## src/hw/rtl/dcmr_pkg.sv

```systemverilog
package dcmr_pkg;

  // Field widths
  localparam int DUTY_W    = 7;
  localparam int RAMP_W    = 16;
  localparam int CMD_W     = 3;
  localparam int MODE_W    = 2;
  localparam int STG_W     = 2;
  localparam int CFG_IDX_W = 2;

  // Defaults for top-level parameters and compare limits
  localparam int DCMR_TIMER_BITS  = 16;
  localparam int DCMR_FULL_ON_DUTY = 100;

  // Commands
  localparam logic [CMD_W-1:0] CMD_TICK         = 3'd0;
  localparam logic [CMD_W-1:0] CMD_START_RAMP   = 3'd1;
  localparam logic [CMD_W-1:0] CMD_START_DIRECT = 3'd2;
  localparam logic [CMD_W-1:0] CMD_DECEL        = 3'd3;
  localparam logic [CMD_W-1:0] CMD_STOP         = 3'd4;
  localparam logic [CMD_W-1:0] CMD_COAST        = 3'd5;
  localparam logic [CMD_W-1:0] CMD_CLEAR        = 3'd6;

  // Leg drive modes
  localparam logic [MODE_W-1:0] MODE_DOWN = 2'd0;
  localparam logic [MODE_W-1:0] MODE_UP   = 2'd1;
  localparam logic [MODE_W-1:0] MODE_Z    = 2'd2;
  localparam logic [MODE_W-1:0] MODE_PWM  = 2'd3;

  // Trajectory stages
  localparam logic [STG_W-1:0] STG_ACCEL = 2'd0;
  localparam logic [STG_W-1:0] STG_CONST = 2'd1;
  localparam logic [STG_W-1:0] STG_DECEL = 2'd2;

  // Configuration register indexes
  localparam logic [CFG_IDX_W-1:0] REG_MAX_DUTY    = 2'd0;
  localparam logic [CFG_IDX_W-1:0] REG_ACCEL_TICKS = 2'd1;
  localparam logic [CFG_IDX_W-1:0] REG_DECEL_TICKS = 2'd2;

  typedef enum logic [1:0] {
    CTL_IDLE,
    CTL_EXEC,
    CTL_CALC,
    CTL_PUSH
  } ctl_state_t;

  typedef enum logic [1:0] {
    DIV_IDLE,
    DIV_MUL,
    DIV_DIV,
    DIV_DONE
  } div_state_t;

  // Request to the serial multiply-divide unit: q = a * m / d
  typedef struct packed {
    logic              start;
    logic [DUTY_W-1:0] a;
    logic [RAMP_W-1:0] m;
    logic [RAMP_W-1:0] d;
  } rdiv_req_t;

  typedef struct packed {
    logic              done;
    logic [DUTY_W-1:0] q;
  } rdiv_rsp_t;

  typedef struct packed {
    logic [MODE_W-1:0] u;
    logic [MODE_W-1:0] v;
  } legs_t;

  // Leg modes for a running motor: one leg low, the other PWM or fully up
  function automatic legs_t leg_modes(input logic full_on, input logic dir);
    legs_t       l;
    logic [MODE_W-1:0] other;
    other = full_on ? MODE_UP : MODE_PWM;
    if (!dir) begin
      l.u = MODE_DOWN;
      l.v = other;
    end else begin
      l.u = other;
      l.v = MODE_DOWN;
    end
    return l;
  endfunction

endpackage

```

## src/hw/rtl/dcmr_ramp_div.sv

```systemverilog
module dcmr_ramp_div import dcmr_pkg::*; (
  input  logic      clk,
  input  logic      rst_n,
  input  rdiv_req_t req,
  output rdiv_rsp_t rsp
);

  localparam logic [2:0] LAST_STEP = 3'(DUTY_W - 1);

  div_state_t        st_r, st_nxt;
  logic [2:0]        cnt_r, cnt_nxt;
  logic [RAMP_W-1:0] mcand_r, mcand_nxt;
  logic [RAMP_W-1:0] dvsr_r, dvsr_nxt;
  logic [DUTY_W-1:0] mplr_r, mplr_nxt;
  logic [RAMP_W-1:0] acc_r, acc_nxt;
  logic [DUTY_W-1:0] low_r, low_nxt;

  logic [RAMP_W:0]   add_w;
  logic [RAMP_W:0]   trial_w;
  logic [RAMP_W:0]   diff_w;
  logic              ge_w;
  logic              last_w;

  assign last_w  = (cnt_r == LAST_STEP);
  // Multiply digit: add multiplicand when the low multiplier bit is set
  assign add_w   = {1'b0, acc_r} + (mplr_r[0] ? {1'b0, mcand_r} : '0);
  // Divide digit: bring down the next product bit and trial-subtract
  assign trial_w = {acc_r, low_r[DUTY_W-1]};
  assign diff_w  = trial_w - {1'b0, dvsr_r};
  assign ge_w    = (trial_w >= {1'b0, dvsr_r});

  // Next state
  always_comb begin
    st_nxt = st_r;
    case (st_r)
      DIV_IDLE: if (req.start) st_nxt = DIV_MUL;
      DIV_MUL:  if (last_w) st_nxt = DIV_DIV;
      DIV_DIV:  if (last_w) st_nxt = DIV_DONE;
      DIV_DONE: st_nxt = DIV_IDLE;
      default:  st_nxt = DIV_IDLE;
    endcase
  end

  // Outputs
  always_comb begin
    rsp.done = (st_r == DIV_DONE);
    rsp.q    = low_r;
  end

  // Datapath: product LSB-first into low_r, then quotient MSB-first into low_r
  always_comb begin
    cnt_nxt   = cnt_r;
    mcand_nxt = mcand_r;
    dvsr_nxt  = dvsr_r;
    mplr_nxt  = mplr_r;
    acc_nxt   = acc_r;
    low_nxt   = low_r;
    case (st_r)
      DIV_IDLE: begin
        if (req.start) begin
          cnt_nxt   = '0;
          mcand_nxt = req.m;
          dvsr_nxt  = req.d;
          mplr_nxt  = req.a;
          acc_nxt   = '0;
          low_nxt   = '0;
        end
      end
      DIV_MUL: begin
        acc_nxt  = add_w[RAMP_W:1];
        low_nxt  = {add_w[0], low_r[DUTY_W-1:1]};
        mplr_nxt = {1'b0, mplr_r[DUTY_W-1:1]};
        cnt_nxt  = last_w ? '0 : cnt_r + 3'd1;
      end
      DIV_DIV: begin
        acc_nxt = ge_w ? diff_w[RAMP_W-1:0] : trial_w[RAMP_W-1:0];
        low_nxt = {low_r[DUTY_W-2:0], ge_w};
        cnt_nxt = last_w ? '0 : cnt_r + 3'd1;
      end
      default: begin
      end
    endcase
  end

  always_ff @(posedge clk) begin
    if (!rst_n) begin
      st_r  <= DIV_IDLE;
      cnt_r <= '0;
    end else begin
      st_r  <= st_nxt;
      cnt_r <= cnt_nxt;
    end
  end

  always_ff @(posedge clk) begin
    mcand_r <= mcand_nxt;
    dvsr_r  <= dvsr_nxt;
    mplr_r  <= mplr_nxt;
    acc_r   <= acc_nxt;
    low_r   <= low_nxt;
  end

endmodule

```

## src/hw/rtl/dc_motor_ramp_hbridge_driver_unit.sv

```systemverilog
// DC motor H-bridge driver with linear soft-start / soft-stop duty ramp.
// Input channel (in_valid / in_stall): one command per transaction, with
// rotation_dir used by the start commands. Result channel (out_valid /
// out_stall): exactly one result per command, giving leg modes, duty, run
// flag, stage and status as they stand after the command.
// Configuration (cfg_valid / cfg_ready, cfg_index, cfg_data): max_duty,
// accel_ticks, decel_ticks; write only while the block is idle.
// A command runs through the EXEC and PUSH states before its result is
// loaded into the output register and shown on out_valid; a tick on a ramp
// also waits in CALC for the serial multiply-divide unit (7 multiply digits
// and 7 quotient digits, one per cycle, plus hand-off). One command is in
// flight at a time; a new one is taken the cycle after the previous result
// enters the output register. A stalled result holds in the output register
// and keeps the next command's result waiting in PUSH.
// Reset (rst_n low, synchronous) stops the motor, pulls both legs down,
// clears duty, timer and stage, and loads the register defaults.
module dc_motor_ramp_hbridge_driver_unit import dcmr_pkg::*; #(
  parameter int TIMER_BITS = DCMR_TIMER_BITS
) (
  input  logic                 clk,
  input  logic                 rst_n,
  input  logic                 in_valid,
  output logic                 in_stall,
  input  logic [CMD_W-1:0]     in_command,
  input  logic                 in_rotation_dir,
  output logic                 out_valid,
  input  logic                 out_stall,
  output logic [MODE_W-1:0]    out_leg_u_mode,
  output logic [MODE_W-1:0]    out_leg_v_mode,
  output logic [DUTY_W-1:0]    out_duty_out,
  output logic                 out_running_out,
  output logic [STG_W-1:0]     out_stage_out,
  output logic                 out_status_out,
  input  logic                 cfg_valid,
  output logic                 cfg_ready,
  input  logic [CFG_IDX_W-1:0] cfg_index,
  input  logic [RAMP_W-1:0]    cfg_data
);

  localparam int CW = (TIMER_BITS > RAMP_W) ? TIMER_BITS : RAMP_W;

  ctl_state_t            st_r, st_nxt;
  logic [CMD_W-1:0]      cmd_r;
  logic                  dir_r;

  logic [DUTY_W-1:0]     max_duty_r;
  logic [RAMP_W-1:0]     accel_r;
  logic [RAMP_W-1:0]     decel_r;

  logic                  running_r, running_nxt;
  logic [STG_W-1:0]      stage_r, stage_nxt;
  logic [TIMER_BITS-1:0] timer_r, timer_nxt;
  logic [DUTY_W-1:0]     duty_r, duty_nxt;
  logic [DUTY_W-1:0]     peak_r, peak_nxt;
  logic                  spin_r, spin_nxt;
  logic [MODE_W-1:0]     u_r, u_nxt;
  logic [MODE_W-1:0]     v_r, v_nxt;
  logic                  status_r, status_nxt;

  logic                  out_valid_r;
  logic                  out_load;
  logic                  in_take;

  logic [TIMER_BITS-1:0] t_new;
  logic [CW-1:0]         t_ext;
  logic [RAMP_W-1:0]     t16;
  logic                  accel_on, decel_on;
  logic                  need_div;
  legs_t                 legs_now;
  legs_t                 legs_max;
  legs_t                 legs_q;
  rdiv_req_t             dreq;
  rdiv_rsp_t             drsp;

  assign cfg_ready = 1'b1;
  assign in_take   = in_valid && !in_stall;
  assign out_load  = (st_r == CTL_PUSH) && (!out_valid_r || !out_stall);
  assign out_valid = out_valid_r;

  // Tick arithmetic: saturating timer and ramp-end compares
  assign t_new    = (&timer_r) ? timer_r : timer_r + 1'b1;
  assign t_ext    = CW'(t_new);
  assign t16      = t_ext[RAMP_W-1:0];
  assign accel_on = (t_ext < CW'(accel_r));
  assign decel_on = (t_ext < CW'(decel_r));
  assign need_div = (st_r == CTL_EXEC) && (cmd_r == CMD_TICK) && running_r &&
                    (((stage_r == STG_ACCEL) && accel_on) ||
                     ((stage_r == STG_DECEL) && decel_on));

  assign legs_now = leg_modes(32'(duty_r) >= 32'(DCMR_FULL_ON_DUTY), spin_r);
  assign legs_max = leg_modes(32'(max_duty_r) >= 32'(DCMR_FULL_ON_DUTY), spin_r);
  assign legs_q   = leg_modes(32'(drsp.q) >= 32'(DCMR_FULL_ON_DUTY), spin_r);

  // Ramp operands: accel max*t/A, decel peak*(D-t)/D
  always_comb begin
    dreq.start = need_div;
    if (stage_r == STG_ACCEL) begin
      dreq.a = max_duty_r;
      dreq.m = t16;
      dreq.d = accel_r;
    end else begin
      dreq.a = peak_r;
      dreq.m = decel_r - t16;
      dreq.d = decel_r;
    end
  end

  dcmr_ramp_div u_div (
    .clk   (clk),
    .rst_n (rst_n),
    .req   (dreq),
    .rsp   (drsp)
  );

  // Next state
  always_comb begin
    st_nxt = st_r;
    case (st_r)
      CTL_IDLE: if (in_take) st_nxt = CTL_EXEC;
      CTL_EXEC: st_nxt = need_div ? CTL_CALC : CTL_PUSH;
      CTL_CALC: if (drsp.done) st_nxt = CTL_PUSH;
      CTL_PUSH: if (out_load) st_nxt = CTL_IDLE;
      default:  st_nxt = CTL_IDLE;
    endcase
  end

  // Outputs of the controller
  always_comb begin
    in_stall = (st_r != CTL_IDLE);
  end

  // Motor state update
  always_comb begin
    running_nxt = running_r;
    stage_nxt   = stage_r;
    timer_nxt   = timer_r;
    duty_nxt    = duty_r;
    peak_nxt    = peak_r;
    spin_nxt    = spin_r;
    u_nxt       = u_r;
    v_nxt       = v_r;
    status_nxt  = status_r;
    if (st_r == CTL_EXEC) begin
      status_nxt = 1'b0;
      case (cmd_r)
        CMD_TICK: begin
          if (running_r) begin
            timer_nxt = t_new;
            case (stage_r)
              STG_ACCEL: begin
                if (!accel_on) begin
                  duty_nxt  = max_duty_r;
                  peak_nxt  = max_duty_r;
                  stage_nxt = STG_CONST;
                  u_nxt     = legs_max.u;
                  v_nxt     = legs_max.v;
                end
              end
              STG_DECEL: begin
                if (!decel_on) begin
                  duty_nxt    = max_duty_r;
                  stage_nxt   = STG_CONST;
                  running_nxt = 1'b0;
                  u_nxt       = MODE_DOWN;
                  v_nxt       = MODE_DOWN;
                end
              end
              default: begin
                u_nxt = legs_now.u;
                v_nxt = legs_now.v;
              end
            endcase
          end
        end
        CMD_START_RAMP: begin
          if (running_r) begin
            status_nxt = 1'b1;
            if (stage_r != STG_DECEL) begin
              stage_nxt = STG_DECEL;
              timer_nxt = '0;
            end
          end else begin
            spin_nxt    = dir_r;
            duty_nxt    = '0;
            stage_nxt   = STG_ACCEL;
            timer_nxt   = '0;
            running_nxt = 1'b1;
          end
        end
        CMD_START_DIRECT: begin
          if (running_r) begin
            status_nxt = 1'b1;
          end else begin
            spin_nxt    = dir_r;
            stage_nxt   = STG_CONST;
            timer_nxt   = '0;
            running_nxt = 1'b1;
          end
        end
        CMD_DECEL: begin
          if (stage_r != STG_DECEL) begin
            stage_nxt = STG_DECEL;
            timer_nxt = '0;
          end
        end
        CMD_STOP: begin
          running_nxt = 1'b0;
          u_nxt       = MODE_DOWN;
          v_nxt       = MODE_DOWN;
        end
        CMD_COAST: begin
          running_nxt = 1'b0;
          u_nxt       = MODE_Z;
          v_nxt       = MODE_Z;
        end
        CMD_CLEAR: begin
          running_nxt = 1'b0;
          duty_nxt    = '0;
          peak_nxt    = '0;
        end
        default: begin
        end
      endcase
    end else if ((st_r == CTL_CALC) && drsp.done) begin
      // Apply the ramp quotient
      duty_nxt = drsp.q;
      if (stage_r == STG_ACCEL) peak_nxt = drsp.q;
      u_nxt = legs_q.u;
      v_nxt = legs_q.v;
    end
  end

  // Control and motor state
  always_ff @(posedge clk) begin
    if (!rst_n) begin
      st_r        <= CTL_IDLE;
      out_valid_r <= 1'b0;
      running_r   <= 1'b0;
      stage_r     <= STG_ACCEL;
      timer_r     <= '0;
      duty_r      <= '0;
      peak_r      <= '0;
      spin_r      <= 1'b0;
      u_r         <= MODE_DOWN;
      v_r         <= MODE_DOWN;
      status_r    <= 1'b0;
      max_duty_r  <= 7'd100;
      accel_r     <= 16'd1000;
      decel_r     <= 16'd1000;
    end else begin
      st_r      <= st_nxt;
      running_r <= running_nxt;
      stage_r   <= stage_nxt;
      timer_r   <= timer_nxt;
      duty_r    <= duty_nxt;
      peak_r    <= peak_nxt;
      spin_r    <= spin_nxt;
      u_r       <= u_nxt;
      v_r       <= v_nxt;
      status_r  <= status_nxt;
      if (out_load) begin
        out_valid_r <= 1'b1;
      end else if (!out_stall) begin
        out_valid_r <= 1'b0;
      end
      // Register writes
      if (cfg_valid && cfg_ready) begin
        case (cfg_index)
          REG_MAX_DUTY:    max_duty_r <= cfg_data[DUTY_W-1:0];
          REG_ACCEL_TICKS: accel_r    <= cfg_data;
          REG_DECEL_TICKS: decel_r    <= cfg_data;
          default: begin
          end
        endcase
      end
    end
  end

  // Hold the command; load the result register
  always_ff @(posedge clk) begin
    if (in_take) begin
      cmd_r <= in_command;
      dir_r <= in_rotation_dir;
    end
    if (out_load) begin
      out_leg_u_mode  <= u_r;
      out_leg_v_mode  <= v_r;
      out_duty_out    <= duty_r;
      out_running_out <= running_r;
      out_stage_out   <= stage_r;
      out_status_out  <= status_r;
    end
  end

endmodule

```

## config.mk

```make
export PLATFORM = sky130hd
export DESIGN_NAME = dc_motor_ramp_hbridge_driver_unit
export DESIGN_NICKNAME = d
export VERILOG_FILES = /design/src/hw/rtl/dcmr_pkg.sv /design/src/hw/rtl/dcmr_ramp_div.sv /design/src/hw/rtl/dc_motor_ramp_hbridge_driver_unit.sv
export SDC_FILE = /design/constraint.sdc
export NUM_CORES = 1
export LEC_CHECK = 0
export BUFFER_PORTS_ARGS = -buffer_cell sky130_fd_sc_hd__buf_2
export CAP_MARGIN = 20
export CELL_PAD_IN_SITES_DETAIL_PLACEMENT = 1
export CELL_PAD_IN_SITES_GLOBAL_PLACEMENT = 1
export CORE_MARGIN = 2
export CORE_UTILIZATION = 35
export CTS_CLUSTER_SIZE = 14
export DETAILED_ROUTE_END_ITERATION = 8
export HOLD_SLACK_MARGIN = 0.12
export PLACE_DENSITY_LB_ADDON = 0.3
export SLEW_MARGIN = 10
export SYNTH_ARGS = -nofsm -noshare
export SYNTH_HDL_FRONTEND = slang
export SYNTH_SLANG_ARGS = --single-unit
```

## constraint.sdc

```tcl
create_clock -name clk -period 8.05 [get_ports clk]
set_clock_uncertainty 0.15 [all_clocks]
set_input_delay 1.2075 -clock clk [delete_from_list [all_inputs] [get_ports clk]]
set_output_delay 1.2075 -clock clk [all_outputs]
set_load 0.01 [all_outputs]
```

==> flow_metrics.py <==
metrics = {
    "detailed_routing": {
        "viasPerCell": 5.26,
        "routed_wl_um": 28600,
        "post-route-drc-count": 0,
        "routedWlPerCell_um": 18.1,
        "num_vias": 8336,
        "drt_iter0_drc": 362,
        "first_pass_iters": 5,
        "antenna_left": 0,
    },
    "sta": {
        "drv_slew": 0,
        "tightestPinTransition_ns": 1.10,
        "whs_ns": 0.286,
        "finalCritPeriodShare_pct": 69.3,
        "worst_slack_ns": 2.47,
        "tns_ns": 0,
        "fmax_mhz": 179,
        "finalSetupViolations": 0,
        "rsz0062_at_grt": "false",
        "relSlewSlack_pct": 26.5,
        "min_period_ns": 5.58,
        "finalHoldViolations": 0,
    },
    "finish": {
        "drive_gt1_share_pct": 9.38,
        "diodes": 0,
        "final_nets": 1278,
        "layout-area-overhead-vs-synth_pct": 10.5,
        "layout_common_cells": "nand2_1, dfxtp_1, edfxtp_1, inv_1, a21oi_1",
        "post-route-util_pct": 39.1,
        "stdcell_count": 1584,
        "final_common_cell": "nand2_1",
    },
    "global_route": {
        "grt.total_usage_pct": 18.9,
        "grt_max_degree": 94,
        "grt_remaining_overflow": 0,
        "antenna_found_initial": 0,
        "grt_pass1_vias": 8301,
        "grt_pass1_wl_um": 46400,
    },
    "die": {
        "io_pins": 45,
        "die-height_um": 177,
        "dieArea_sq_um": 31300,
        "initial_utilization_pct": 35.4,
        "core_area_sq_um": 29600,
        "fp.dieW_um": 177,
        "rows": 63,
    },
    "clock_network": {
        "h-tree-depth": 4,
        "cts_setup_buffers": 0,
        "cts_root_buffer": "clkbuf_16",
        "ctsLongestPathBuffers": 2,
        "cts.clk_slew.worst_paths_ns": 0.07,
        "cts_hold_buf": 0,
        "clkSinkCount": 167,
        "post_cts_resize_count": 0,
        "cts_tree": "yes",
        "clock_latency_ns": 0.44,
        "cts-buffers-inserted": 17,
    },
    "synth": {
        "yosys.area.top_type": "edfxtp_1",
        "seq_area_frac_synth_pct": 39.7,
        "ys.warnings.count": 0,
        "synth_edf_count": 81,
        "syn_avg_cell_area_sq_um": 8.97,
        "syn_inst": 1168,
        "synthesis.nets": 1265,
        "syn_area_sq_um": 10500,
        "ys_top_cells_by_area": "edfxtp_1, dfxtp_1, ha_1, nand2_1, a21oi_1",
        "synth_async_sr_flop_share_pct": 0,
        "synth_top_area_share_pct": 23.2,
        "synth-main-ff-cell": "dfxtp_1",
        "ys_seq_elements": 167,
        "yosysUniqueCellTypes": 86,
    },
    "power_and_ir_drop": {
        "p_int_mw": 1.71,
        "leakagePower_nw": 4.64,
        "swShare_pct": 33.9,
        "vdd_ir_drop_max_mv": 0.119,
        "p_comb_share_pct": 27.0,
        "p_sw_mw": 0.878,
        "powerDensity_nw_per_um2": 224,
        "seqPwrFrac_pct": 42.1,
        "pwr-share-clk_pct": 30.9,
    },
    "worst_setup_path": {
        "cp.required_ns": 8.01,
        "worstSetupStartpointType": "register",
        "critPathKind": "register to register",
        "worstPathArrival_ns": 5.54,
        "cp_max_fo": 33,
        "worstSetupEndpointType": "register",
    },
    "run": {
        "drv_cap": 0,
    },
    "placed_design": {
        "dp.cells": 1550,
        "routabilityCongestion": 0.858,
        "dp_slack_ns": 2.27,
        "port_buffers": 43,
        "dp_hpwl_um": 21500,
    },
    "worst_hold_path": {
        "hp-class": "register to register",
    },
    "outcome": {
        "outcome": "finished, final reports clean",
    },
}
==> metal layers <==
layer / vias to the layer above / track usage (%) / routed length, um
met5: - / 0 / 0
met2: 72 / 29.9 / 13200
li1: 4170 / - / -
met1: 4075 / 27.3 / 14600
met3: 19 / 2.00 / 497
met4: 0 / 5.48 / 378
==> stage by stage <==
step           area, sq um  power, mW
2_1_floorplan        10500       1.60
3_3_place_gp         11000       1.78
3_5_place_dp         11000       1.80
4_1_cts              11500       2.61
5_1_grt              11600       2.74
6_report             11600       2.59
==> power by group through the flow <==
stage	clock [mW]	sequential, mW	combinational, mW
finish	0.800	1.09	0.698
global placement	0	1.10	0.679
floorplan	0	1.07	0.527
global route	0.856	1.10	0.782
CTS	0.820	1.09	0.700
detailed placement	0	1.11	0.692
==> cell families after synthesis <==
logic type               Yosys count  synth area share, %
other                              1               0.0358
adder cells (fa/ha/maj)           75                 9.02
AND/OR/NAND/NOR                  411                 19.5
multiplexers                      29                 2.83
AO/OA/AOI/OAI                    293                 18.9
flip-flops                       167                 39.7
buffers and inverters            135                 5.23
XOR/XNOR                          57                 4.77
==> cell type report <==
| cell class | count | area (sq um) |
|---|---|---|
| Inverter | 76 | 285 |
| Fill cell | 3445 | 18000 |
| Timing Repair Buffer | 53 | 298 |
| Clock inverter | 12 | 115 |
| Multi-Input combinational cell | 866 | 5790 |
| Clock buffer | 20 | 437 |
| Sequential cell | 167 | 4150 |
| Tap cell | 390 | 488 |
==> path summary, 6_finish.rpt <==
path	start	to	slack (ns)	cells past startpoint
worst max-delay path	timer_r[0]	u_div.mplr_r[6]	2.47	21
worst min-delay path	v_r[0]	out_leg_v_mode[0]	0.29	0
worst max register to register	timer_r[0]	u_div.mplr_r[6]	2.47	21
worst min register to register	v_r[0]	out_leg_v_mode[0]	0.29	0
==> synthesized netlist by cell type, drive strengths merged (4+ instances only) <==
library cell,n
xor2,28
nor2,60
a21boi,24
o21bai,10
a21o,17
nand2,167
ha,68
nand3,31
a211oi,4
buf,11
nand4,13
and3,15
o21ai,57
or2,5
a21oi,71
o22ai,13
or3,8
maj3,5
o31ai,4
or2b,7
edfxtp,81
clkbuf,48
a211o,13
a22oi,21
nand2b,9
inv,75
xnor2,29
and2,22
o211ai,12
nor2b,40
mux2i,27
dfxtp,86
o211a,8
a31oi,5
and4,8
o21a,5
nor3,12
==> worst max-delay path: stages (launching register included) <==
cell and delay (ns):
dfxtp_1 0.42, ha_1 0.28, and4_4 0.29, nand4_4 0.21, nand4_1 0.25, nor2_1 0.10
and3_2 0.22, xor2_1 0.32, inv_1 0.09, ha_1 0.33, and3_1 0.21, nand2_1 0.09
nor2_1 0.18, o211ai_1 0.12, o211a_1 0.24, o221ai_1 0.25, nand3_1 0.10, o31ai_1 0.21
nand2_1 0.30, nor2_2 0.14, buf_4 0.38, a21o_1 0.34
==> state kept, by name, summed over array words and instances, names as in the netlist, 3 cells and up <==
signal,cells
decel_r,16
timer_r,16
u_div.dvsr_r,16
accel_r,16
out_duty_out,7
u_div.mcand_r,16
peak_r,7
max_duty_r,7
duty_r,7
u_div.low_r,7
u_div.acc_r,16
u_div.mplr_r,7
cmd_r,3
u_div.cnt_r,3
No activity file was read; power rests on OpenSTA's default activity.
